<file path="src/sv/kpt_pkg.sv">
package kpt_pkg;

  // field widths
  localparam int RANK_W      = 16;
  localparam int NODE_CNT_W  = 17;
  localparam int BRANCH_W    = 7;
  localparam int PARENT_W    = 17;
  localparam int DESC_W      = 16;
  localparam int DEPTH_W     = 5;
  localparam int OUT_TDATA_W = 48;

  // configuration port
  localparam int CFG_IDX_W  = 1;
  localparam int CFG_DATA_W = NODE_CNT_W;
  localparam logic [CFG_IDX_W-1:0] REG_NODE_COUNT = 1'b0;
  localparam logic [CFG_IDX_W-1:0] REG_BRANCHING  = 1'b1;

  // controller to datapath commands
  typedef struct packed {
    logic start;   // capture rank and clamped config, reset the walk
    logic grow;    // one more level of the full tree size table
    logic level;   // step down one level, fetch the child subtree size
    logic div;     // one quotient bit of rel / child
    logic finish;  // load the result register
  } kpt_cmd_t;

  // datapath to controller status
  typedef struct packed {
    logic oob;        // rank not below node count
    logic grow_more;  // full tree size still below node count
    logic rank_zero;  // query is the root
    logic bit_last;   // current quotient bit is bit 0
    logic found;      // remainder after this bit is zero
    logic out_free;   // result register can take a new result
  } kpt_sts_t;

endpackage

</file>
<file path="src/sv/kpt_ctrl.sv">
module kpt_ctrl (
  input  logic              clk,
  input  logic              rst_n,
  input  logic              in_tvalid,
  output logic              in_tready,
  input  kpt_pkg::kpt_sts_t sts,
  output kpt_pkg::kpt_cmd_t cmd
);
  import kpt_pkg::*;

  localparam logic [2:0] S_IDLE   = 3'd0;
  localparam logic [2:0] S_DEPTH  = 3'd1;
  localparam logic [2:0] S_LEVEL  = 3'd2;
  localparam logic [2:0] S_DIV    = 3'd3;
  localparam logic [2:0] S_FINISH = 3'd4;

  logic [2:0] state_r;
  logic [2:0] state_nxt;

  // next state and commands
  always_comb begin
    state_nxt = state_r;
    cmd       = '0;
    in_tready = 1'b0;
    case (state_r)
      S_IDLE: begin
        in_tready = 1'b1;
        if (in_tvalid) begin
          cmd.start = 1'b1;
          state_nxt = S_DEPTH;
        end
      end
      S_DEPTH: begin
        if (sts.oob) begin
          state_nxt = S_FINISH;
        end else if (sts.grow_more) begin
          cmd.grow = 1'b1;
        end else if (sts.rank_zero) begin
          state_nxt = S_FINISH;
        end else begin
          state_nxt = S_LEVEL;
        end
      end
      S_LEVEL: begin
        cmd.level = 1'b1;
        state_nxt = S_DIV;
      end
      S_DIV: begin
        cmd.div = 1'b1;
        if (sts.bit_last) begin
          state_nxt = sts.found ? S_FINISH : S_LEVEL;
        end
      end
      S_FINISH: begin
        if (sts.out_free) begin
          cmd.finish = 1'b1;
          state_nxt  = S_IDLE;
        end
      end
      default: begin
        state_nxt = S_IDLE;
      end
    endcase
  end

  // state register
  always_ff @(posedge clk) begin
    if (!rst_n) begin
      state_r <= S_IDLE;
    end else begin
      state_r <= state_nxt;
    end
  end

endmodule

</file>
<file path="src/sv/kpt_datapath.sv">
module kpt_datapath #(
  parameter int MAX_NODES     = 65536,
  parameter int MAX_BRANCHING = 64
) (
  input  logic                                clk,
  input  logic                                rst_n,
  input  logic                                cfg_valid,
  input  logic [kpt_pkg::CFG_IDX_W-1:0]       cfg_index,
  input  logic [kpt_pkg::CFG_DATA_W-1:0]      cfg_data,
  input  logic [kpt_pkg::RANK_W-1:0]          in_rank,
  input  kpt_pkg::kpt_cmd_t                   cmd,
  output kpt_pkg::kpt_sts_t                   sts,
  output logic                                out_tvalid,
  input  logic                                out_tready,
  output logic [kpt_pkg::OUT_TDATA_W-1:0]     out_tdata,
  output logic                                out_tuser
);
  import kpt_pkg::*;

  localparam longint unsigned SPAN =
    longint'(MAX_NODES) * longint'(MAX_BRANCHING) + longint'(2);
  localparam int WW   = $clog2(MAX_BRANCHING + 1);
  localparam int SW   = $clog2(SPAN);
  localparam int DMAX = $clog2(MAX_NODES);
  localparam int DW   = $clog2(DMAX + 1);
  localparam int QW   = $clog2(WW);
  localparam int TW   = SW + WW;
  localparam int XW   = ((SW > NODE_CNT_W) ? SW : NODE_CNT_W) + 1;

  // configuration registers
  logic [NODE_CNT_W-1:0] node_cnt_r;
  logic [BRANCH_W-1:0]   branch_r;

  // per-query registers
  logic [RANK_W-1:0]     rank_r;
  logic [NODE_CNT_W-1:0] n_r;
  logic [WW-1:0]         w_r;
  logic [QW-1:0]         qtop_r;
  logic [SW-1:0]         s_r;
  logic [DW-1:0]         d_r;
  logic [DW-1:0]         lvl_r;
  logic [SW-1:0]         rel_r;
  logic [SW-1:0]         child_r;
  logic [QW-1:0]         bit_r;
  logic [RANK_W-1:0]     node_r;
  logic [SW-1:0]         stab_r [0:DMAX];

  // result register
  logic                  out_vld_r;
  logic                  res_valid_r;
  logic [PARENT_W-1:0]   res_parent_r;
  logic [DESC_W-1:0]     res_desc_r;
  logic [DEPTH_W-1:0]    res_ndepth_r;
  logic [DEPTH_W-1:0]    res_tdepth_r;

  logic [NODE_CNT_W-1:0] n_c;
  logic [WW-1:0]         w_c;
  logic [WW-1:0]         wm1;
  logic [QW-1:0]         qtop_c;
  logic [TW-1:0]         prod;
  logic [SW-1:0]         s_grow;
  logic [DW-1:0]         tidx;
  logic [TW-1:0]         trial;
  logic                  ge;
  logic [SW-1:0]         rem_new;
  logic [XW-1:0]         dsum;
  logic                  res_valid_c;
  logic [PARENT_W-1:0]   res_parent_c;
  logic [DESC_W-1:0]     res_desc_c;
  logic [DEPTH_W-1:0]    res_ndepth_c;
  logic [DEPTH_W-1:0]    res_tdepth_c;

  // configuration writes
  always_ff @(posedge clk) begin
    if (!rst_n) begin
      node_cnt_r <= NODE_CNT_W'(1);
      branch_r   <= BRANCH_W'(2);
    end else if (cfg_valid) begin
      case (cfg_index)
        REG_NODE_COUNT: node_cnt_r <= cfg_data;
        REG_BRANCHING:  branch_r   <= cfg_data[BRANCH_W-1:0];
        default: ;
      endcase
    end
  end

  // clamp config and find the top quotient bit of the branching factor
  always_comb begin
    n_c = node_cnt_r;
    if (32'(node_cnt_r) > MAX_NODES) n_c = NODE_CNT_W'(MAX_NODES);
    if (branch_r < BRANCH_W'(2)) begin
      w_c = WW'(2);
    end else if (32'(branch_r) > MAX_BRANCHING) begin
      w_c = WW'(MAX_BRANCHING);
    end else begin
      w_c = WW'(branch_r);
    end
    wm1    = w_c - WW'(1);
    qtop_c = '0;
    for (int i = 0; i < WW; i++) begin
      if (wm1[i]) qtop_c = QW'(i);
    end
  end

  // next full tree size: w * S + 1
  assign prod   = TW'(w_r) * TW'(s_r);
  assign s_grow = prod[SW-1:0] + SW'(1);

  // child subtree size one level further down
  assign tidx = d_r - lvl_r - DW'(1);

  // one restoring division step
  assign trial   = TW'(child_r) << bit_r;
  assign ge      = TW'(rel_r) >= trial;
  assign rem_new = ge ? SW'(TW'(rel_r) - trial) : rel_r;

  // status
  always_comb begin
    sts           = '0;
    sts.oob       = XW'(rank_r) >= XW'(n_r);
    sts.grow_more = XW'(s_r) < XW'(n_r);
    sts.rank_zero = rank_r == '0;
    sts.bit_last  = bit_r == '0;
    sts.found     = rem_new == '0;
    sts.out_free  = !out_vld_r || out_tready;
  end

  // walk registers
  always_ff @(posedge clk) begin
    if (cmd.start) begin
      rank_r    <= in_rank;
      n_r       <= n_c;
      w_r       <= w_c;
      qtop_r    <= qtop_c;
      s_r       <= SW'(1);
      d_r       <= '0;
      lvl_r     <= '0;
      node_r    <= '0;
      rel_r     <= SW'(in_rank) - SW'(1);
      stab_r[0] <= SW'(1);
    end
    if (cmd.grow) begin
      s_r                    <= s_grow;
      d_r                    <= d_r + DW'(1);
      stab_r[d_r + DW'(1)]   <= s_grow;
    end
    if (cmd.level) begin
      child_r <= stab_r[tidx];
      lvl_r   <= lvl_r + DW'(1);
      bit_r   <= qtop_r;
    end
    if (cmd.div) begin
      bit_r <= bit_r - QW'(1);
      if (bit_r == '0 && rem_new != '0) begin
        // rank lies inside the chosen child: descend into it
        rel_r  <= rem_new - SW'(1);
        node_r <= RANK_W'(XW'(rank_r) - XW'(rem_new));
      end else begin
        rel_r <= rem_new;
      end
    end
  end

  // result fields
  always_comb begin
    res_valid_c  = 1'b0;
    res_parent_c = '0;
    res_desc_c   = '0;
    res_ndepth_c = '0;
    res_tdepth_c = '0;
    dsum         = XW'(rank_r) + XW'(child_r) - XW'(1);
    if (!sts.oob) begin
      res_valid_c  = 1'b1;
      res_tdepth_c = DEPTH_W'(d_r);
      if (sts.rank_zero) begin
        res_parent_c = '1;
        res_desc_c   = DESC_W'(n_r - NODE_CNT_W'(1));
      end else begin
        res_parent_c = PARENT_W'(node_r);
        res_ndepth_c = DEPTH_W'(lvl_r);
        // clamp the subtree to the last node
        if (dsum >= XW'(n_r)) begin
          res_desc_c = DESC_W'(XW'(n_r) - XW'(rank_r) - XW'(1));
        end else begin
          res_desc_c = DESC_W'(child_r - SW'(1));
        end
      end
    end
  end

  // result register valid
  always_ff @(posedge clk) begin
    if (!rst_n) begin
      out_vld_r <= 1'b0;
    end else if (cmd.finish) begin
      out_vld_r <= 1'b1;
    end else if (out_tready) begin
      out_vld_r <= 1'b0;
    end
  end

  // result register payload
  always_ff @(posedge clk) begin
    if (cmd.finish) begin
      res_valid_r  <= res_valid_c;
      res_parent_r <= res_parent_c;
      res_desc_r   <= res_desc_c;
      res_ndepth_r <= res_ndepth_c;
      res_tdepth_r <= res_tdepth_c;
    end
  end

  assign out_tvalid = out_vld_r;
  assign out_tuser  = res_valid_r;
  assign out_tdata  = {5'b0, res_tdepth_r, res_ndepth_r, res_desc_r, res_parent_r};

endmodule

</file>
<file path="src/sv/kary_preorder_tree_position_core.sv">
// channel | direction | signals                            | transfer when
// in      | input     | in_tvalid, in_tready, in_tdata     | in_tvalid & in_tready
// out     | output    | out_tvalid, out_tready, out_tdata,  | out_tvalid & out_tready
//         |           | out_tuser                          |
// cfg     | input     | cfg_valid, cfg_ready, cfg_index,   | cfg_valid & cfg_ready
//         |           | cfg_data                           |
//
// one query at a time: one multiply per level of the tree depth builds the full subtree
// size table, then at each level of the node depth one restoring division bit per cycle,
// over the bit count of branching-1, picks the child
// out of range ranks and the root skip the descent
// reset clears the walk controller and the result valid, node_count 1, branching 2
// a stalled result holds in the output register while the next query is taken
module kary_preorder_tree_position_core #(
  parameter int MAX_NODES     = 65536,
  parameter int MAX_BRANCHING = 64
) (
  input  logic                            clk,
  input  logic                            rst_n,
  input  logic                            in_tvalid,
  output logic                            in_tready,
  input  logic [kpt_pkg::RANK_W-1:0]      in_tdata,   // [15:0] rank
  output logic                            out_tvalid,
  input  logic                            out_tready,
  // [16:0] parent_rank, [32:17] descendants, [37:33] node_depth,
  // [42:38] tree_depth, [47:43] zero
  output logic [kpt_pkg::OUT_TDATA_W-1:0] out_tdata,
  output logic                            out_tuser,  // [0] valid_res
  input  logic                            cfg_valid,
  output logic                            cfg_ready,
  input  logic [kpt_pkg::CFG_IDX_W-1:0]   cfg_index,
  input  logic [kpt_pkg::CFG_DATA_W-1:0]  cfg_data
);
  import kpt_pkg::*;

  kpt_cmd_t cmd;
  kpt_sts_t sts;

  // configuration writes are always taken
  assign cfg_ready = 1'b1;

  // walk controller
  kpt_ctrl u_ctrl (
    .clk       (clk),
    .rst_n     (rst_n),
    .in_tvalid (in_tvalid),
    .in_tready (in_tready),
    .sts       (sts),
    .cmd       (cmd)
  );

  // size table, divider and result register
  kpt_datapath #(
    .MAX_NODES     (MAX_NODES),
    .MAX_BRANCHING (MAX_BRANCHING)
  ) u_dp (
    .clk        (clk),
    .rst_n      (rst_n),
    .cfg_valid  (cfg_valid),
    .cfg_index  (cfg_index),
    .cfg_data   (cfg_data),
    .in_rank    (in_tdata),
    .cmd        (cmd),
    .sts        (sts),
    .out_tvalid (out_tvalid),
    .out_tready (out_tready),
    .out_tdata  (out_tdata),
    .out_tuser  (out_tuser)
  );

endmodule

</file>
<file path="config.mk">
export PLATFORM = sky130hd
export DESIGN_NAME = kary_preorder_tree_position_core
export DESIGN_NICKNAME = d
export VERILOG_FILES = /design/src/sv/kpt_pkg.sv /design/src/sv/kpt_ctrl.sv /design/src/sv/kpt_datapath.sv /design/src/sv/kary_preorder_tree_position_core.sv
export SDC_FILE = /design/constraint.sdc
export NUM_CORES = 1
export LEC_CHECK = 0
export BUFFER_PORTS_ARGS = -buffer_cell sky130_fd_sc_hd__buf_2
export CAP_MARGIN = 10
export CORE_MARGIN = 2
export CORE_UTILIZATION = 43
export CTS_CLUSTER_DIAMETER = 30
export CTS_CLUSTER_SIZE = 24
export DETAILED_ROUTE_END_ITERATION = 12
export GPL_TIMING_DRIVEN = 1
export HOLD_SLACK_MARGIN = 0.06
export PLACE_DENSITY = 0.68
export SETUP_SLACK_MARGIN = 0.02
export SLEW_MARGIN = 20
export SYNTH_ARGS = -nofsm -noshare
export SYNTH_HDL_FRONTEND = slang
export SYNTH_HIERARCHICAL = 1
export SYNTH_SLANG_ARGS = --single-unit
</file>
<file path="constraint.sdc">
create_clock -name clk -period 6.9 [get_ports clk]
set_input_delay 0 -clock clk [delete_from_list [all_inputs] [get_ports clk]]
set_output_delay 0 -clock clk [all_outputs]
set_load 0.01 [all_outputs]
</file>
# --- Word-level counts from Yosys, hierarchy flattened ---
# Memories as Yosys holds them, arrays and structs flattened. A register that Yosys moved wholly into a read port is not among the register bits.
# Cells that the tools add are included.
totals:
  out_inout_bits: 52
  ramBits: 391
  mem_bits_ro: 0
  mem_count: 1
  regBits: 190
  latch_bits: 0
  wordCells: 127
  input_bits: 39
memory_table:
  columns: ["memory", "depth", "word_bits", "rd", "rd_clocked_by_memory_dff", "wr", "line_no", "text"]
  rows:
  - ["u_dp.stab_r", 17, 23, 1, 1, 1, "kpt_datapath.sv:46", "logic [SW-1:0] stab_r [0:DMAX];"]
op_classes:
  n_div: 0
  n_eq_ne: 8
  shifts: 1
  bitwise_logic: 1
  mux: 52
  n_reduce_logical: 19
  n_lt_le_gt_ge: 7
  n_addsub: 17
  multipliers: 1
op_table:
  columns: ["op", "count"]
  rows:
  - ["$mux 23", 7]
  - ["$mux 16", 5]
  - ["$sub 16x1->16 const B", 3]
  - ["$sub 16x16->16", 2]
  - ["$ge 23x30->1", 1]
  - ["$shl 23x3->30", 1]
  - ["$mux 3", 9]
  - ["$add 16x23->24", 1]
  - ["$ge 24x17->1", 1]
  - ["$sub 24x1->24 const B", 1]
  - ["$add 23x1->23 const B", 1]
  - ["$logic_not 23->1", 1]
  - ["$lt 23x17->1", 1]
  - ["$mul 7x23->23", 1]
  - ["$reduce_bool 23->1", 1]
  - ["$reduce_or 23->1", 1]
  - ["$sub 23x1->23 const B", 1]
  - ["$sub 23x23->23", 1]
  - ["$mux 5", 4]
  - ["$mux 1", 19]
  - ["$ge 16x17->1", 1]
  - ["$gt 17x17->1 const B", 1]
  - ["$mux 17", 1]
  - ["$sub 16x1->17 const B", 1]
  - ["26 further kinds", 40]

# --- Logic depth before layout (Yosys ltp) ---
depth:
  depth_word: 9
  mapped_depth: 29
  depth_no_buf: 27

# --- Hierarchy ---
# The synthesis kept the hierarchy.
by_module_without_submodules:
  columns: ["module", "instances", "seq_area_each_um2", "area_per_inst_um2", "cells_per_inst"]
  rows:
  - ["kpt_datapath", 1, 17636.9, 35301.4, 2846]
  - ["kpt_ctrl", 1, 60.1, 250.2, 30]
  - ["kary_preorder_tree_position_core", 1, 0.0, 11.3, 2]

# --- Worst setup path before layout ---
# Ideal clock, no wire load.
synth_timing:
  kind: "register to register"
  startpoint: "reg u_dp.rank_r[1]"
  endpoint: "reg u_dp.res_desc_r[10], data pin"
  path_buffers: 1
  arrival_time_ns: 5.655
  required_ns: 6.705
  stages_incl_launch_ff: 29
  path_slack_ns: 1.050
  period_less_slack_ns: 5.850
  setup_ns: 0.195
  path_cell_list: "edfxtp_1 inv_1 ha_1 inv_1 ha_1 inv_1 fa_1 nor2b_1 o21ai_0 a21boi_0 o21ai_0 a21boi_0 o21ai_0 nand2_1 xor2_1 ha_1 a21o_1 a21o_1 a21o_1 a21o_1 a21o_1 a21o_1 a21o_1 a2111oi_0 o2111ai_1 mux2_2 or2_2 clkbuf_1 o311ai_0"
synth_via:
  elab_chain_len: 5
  word_cells_on_any_way: 9
  cone_classes: "4 x add/sub; 2 x order compare; 2 x mux; 1 x reduce/logical"
synth_rtl:
  columns: ["item", "line_no", "text"]
  rows:
  - ["start: declaration", "kpt_datapath.sv:35", "logic [RANK_W-1:0] rank_r;"]
  - ["start signal: assignment", "kpt_datapath.sv:131", "rank_r <= in_rank;"]
  - ["$add 16x23->24", "kpt_datapath.sv:171", "dsum = XW'(rank_r) + XW'(child_r) - XW'(1);"]
  - ["$sub 24x1->24", "kpt_datapath.sv:171", null]
  - ["$ge 24x17->1", "kpt_datapath.sv:182", "if (dsum >= XW'(n_r)) begin"]
  - ["$mux 16", "kpt_datapath.sv:182", null]
  - ["$mux 16", "kpt_datapath.sv:175", "if (sts.rank_zero) begin"]
  - ["end signal: assignment", "kpt_datapath.sv:207", "res_desc_r <= res_desc_c;"]
  - ["end: declaration", "kpt_datapath.sv:52", "logic [DESC_W-1:0] res_desc_r;"]
# Parallel ways exist; a longest one is shown, timed or not.
# A chain may end at the register's enable or synchronous reset.

# --- Final worst setup path ---
layout_timing:
  startpoint: "reg u_dp.rank_r[1]"
  endpoint: "reg u_dp.res_desc_r[4], data pin"
# The elaborated chain is that of the path after synthesis.

==> flow_metrics.tcl <==
set metrics [dict create \
    grt_start_max_net_pins 49 \
    placed_area_um2 37400 \
    cp_max_fo 20 \
    grt_pass1_vias 24100 \
    dieArea_um2 85000 \
    start_util_pct 43.4 \
    synthSimpleGateAreaFrac_pct 11.7 \
    skew_ps 64.3 \
    tritoncts "yes" \
    synth_flop_cell "edfxtp_1" \
    drv_slew 0 \
    worst_pin_slew_ps 1130 \
    syn2layout_area_growth_pct 17.4 \
    ys_seq_area_share_pct 49.8 \
    crit_top_cell "a21o_1" \
    hold_class "primary input to flop" \
    post_synth.cell_area_avg_um2 12.4 \
    synth-edff-count 560 \
    antenna_found_initial 2 \
    fin_crit_sh_pct 91.7 \
    dpl.hpwl_um 63100 \
    grt_overflow 0 \
    synth_top_family_by_area "simple AND/OR/NAND/NOR gates" \
    wl_per_cell_um 22.3 \
    cp-start-kind "flop" \
    drt_wl_total_um 94700 \
    placed_cells_incl_taps 3981 \
    track_usage_pct 22.2 \
    dp_slack_ps 469 \
    hold_ws_ps 106 \
    num_antenna_cells 0 \
    die_h_um 292 \
    cts_buffer_depth 3 \
    place.gp.congestion 0.911 \
    p_per_area_nw_per_um2 415 \
    synthMuxAreaShare_pct 10.4 \
    root_buffer "clkbuf_16" \
    setup_ws_ps 571 \
    regArea_um2 17700 \
    end_kind "flop" \
    slew_headroom_pct 24.4 \
    io-pin-count 91 \
    final_cells 4249 \
    cap_violations 0 \
    outcome "complete, no violations" \
    vdd_drop_max_mv 0.500 \
    synth_warnings 6 \
    vias 24200 \
    nFillCells 6888 \
    synth-xor-area-share_pct 3.77 \
    leakage_nw 15.9 \
    path_buf_inv 3 \
    h-tree-depth 3 \
    fin_nets 3395 \
    fin_util_pct 50.9 \
    drcViolationCount 0 \
    worst_ep_required_time_ps 7320 \
    cp_slowest_stage_delay_ps 450 \
    ant_nets 0 \
    clkLatencyLatePin_ps 700 \
    portBuffers 84 \
    worst-setup-path-type "flop to flop" \
    grt_pass1_wl_um 145000 \
    async_flop_share_pct 0 \
    synth_compound_area_share_pct 8.60 \
    cts.sinks 604 \
    min_period_ps 6330 \
    multi_input_comb_area_um2 16500 \
    firstDrtPassIters 5 \
    final_area_um2 41800 \
    viasPerCell 5.71 \
    grt_setup_unrepaired "no" \
    clk_pin_slew_ps 50 \
    hold_viol 0 \
    numCtsBuffers 104 \
    drive_gt1_share_pct 17.8 \
    core_area_um2 82000 \
    fin_setup_tns_ps 0 \
    synth-adder-area-share_pct 11.4 \
    synth_cell_types 92 \
    cp_slowest_cell "or2_2" \
    power_mw 17.3 \
    syn_inst 2878 \
    netlist_area_um2 35600 \
    cp_top_family "compound AO/OA/AOI/OAI gates" \
    die_w_um 292 \
    fp-row-count 105 \
    cp.arrival_ps 6750 \
    ys_ff_latch 604 \
    drt_iter0_drc 2240 \
    fmax_mhz 158 \
    setup_violations 0 \
]
kinds of logic after synthesis:
kind of cell | Yosys count
fa+ha+maj | 271
simple gates | 828
xor+xnor | 153
mux | 202
flops | 604
compound gates | 442
other cells | 2
buf+inv | 376
cell usage after synthesis (all sizes together), types with 7 or more instances:
master,instances,area share (%)
nor2b,41,0.72
a21oi,105,1.5
nand4,21,0.39
dfxtp,44,2.5
or4,7,0.15
fa,91,5.1
or2,14,0.25
a31oi,18,0.32
edfxtp,560,47
o21a,18,0.38
o2111ai,14,0.36
ha,175,6.2
nand3,58,0.82
and3,10,0.18
mux2,28,0.89
a311oi,11,0.29
o21ai,72,1.0
a21boi,32,0.68
o21bai,16,0.34
o311ai,8,0.22
mux2i,42,1.2
nor4b,7,0.21
a211o,11,0.27
and2,122,2.1
nand2b,29,0.51
o211ai,19,0.42
xnor2,104,2.6
inv,248,2.6
nor3,57,0.82
clkbuf,89,0.94
mux4,132,8.4
nor2,169,1.8
or3,12,0.21
a21o,43,0.91
nor4,31,0.56
buf,36,0.70
o31ai,15,0.32
xor2,49,1.2
nand2,225,2.4
path summary, 6_finish.rpt:
kind | start | end | slack (ps) | depth (start not counted)
setup / recovery | u_dp/rank_r[1] | u_dp/res_desc_r[4] | 570 | 27
hold / removal | in_tdata[14] | u_dp/rank_r[14] | 110 | 2
setup reg to reg | u_dp/rank_r[1] | u_dp/res_desc_r[4] | 570 | 27
hold reg to reg | u_dp/node_r[9] | u_dp/node_r[9] | 460 | 2
layer usage:
metal  vias to the layer above  routed length [µm]  GRT usage (%)  part of all wire, %
li1                      11000                   -              -                    -
met2                       979               44500           35.6                   47
met4                         0                3240           8.06                  3.4
met5                         -                   0              0                    0
met3                       181                6790           3.65                  7.2
met1                     12100               40200           30.4                   42
layout by cell type (no fill, tap or decap), types with 32 or more instances in the layout:
cell           count
nor2_1           152
dlygate4sd3_1     72
a21o_1            43
dfxtp_1           44
o21ai_0           65
mux4_2           132
edfxtp_1         560
ha_1             174
a21oi_1          104
buf_2             84
clkbuf_16        105
mux2i_1           42
buf_4             70
xnor2_1          100
inv_1            247
nor2b_1           40
nand3_1           58
nand2_1          224
xor2_1            48
and2_1           121
a21boi_0          32
fa_1              90
nor3_1            56
registers in the layout (all words and copies together), names as in the netlist, 16 cells and up:
register / count
u_dp/node_r: 16
u_dp/res_parent_r: 17
u_dp/res_desc_r: 16
u_dp/n_r: 17
u_dp/rel_r: 23
u_dp/node_cnt_r: 17
u_dp/s_r: 23
u_dp/stab_r: 391
u_dp/rank_r: 16
u_dp/child_r: 23
area by class of cell:
| class | count | share of cell area (%) |
|---|---|---|
| Timing Repair Buffer | 227 | 4.04 |
| Clock buffer | 114 | 6.40 |
| Multi-Input combinational cell | 1902 | 39.5 |
| Inverter | 251 | 2.26 |
| Clock inverter | 81 | 2.22 |
| Sequential cell | 604 | 42.4 |
| Tap cell | 1070 | 3.21 |
repair_timing:
item / CTS / global route
buffers inserted: 0 / 1
resized for setup: 0 / 4
hold endpoints to repair: 67 / 0
hold buffers: 72 / 0
endpoints found under the setup margin: 0 / 10
where the power goes:
part           switching [mW]  internal (mW)  total [mW]
registers               0.196           5.64        5.83
clock network            1.98           3.21        5.19
logic                    4.03           2.29        6.32
Note: power is estimated with default switching activity, not from simulation.
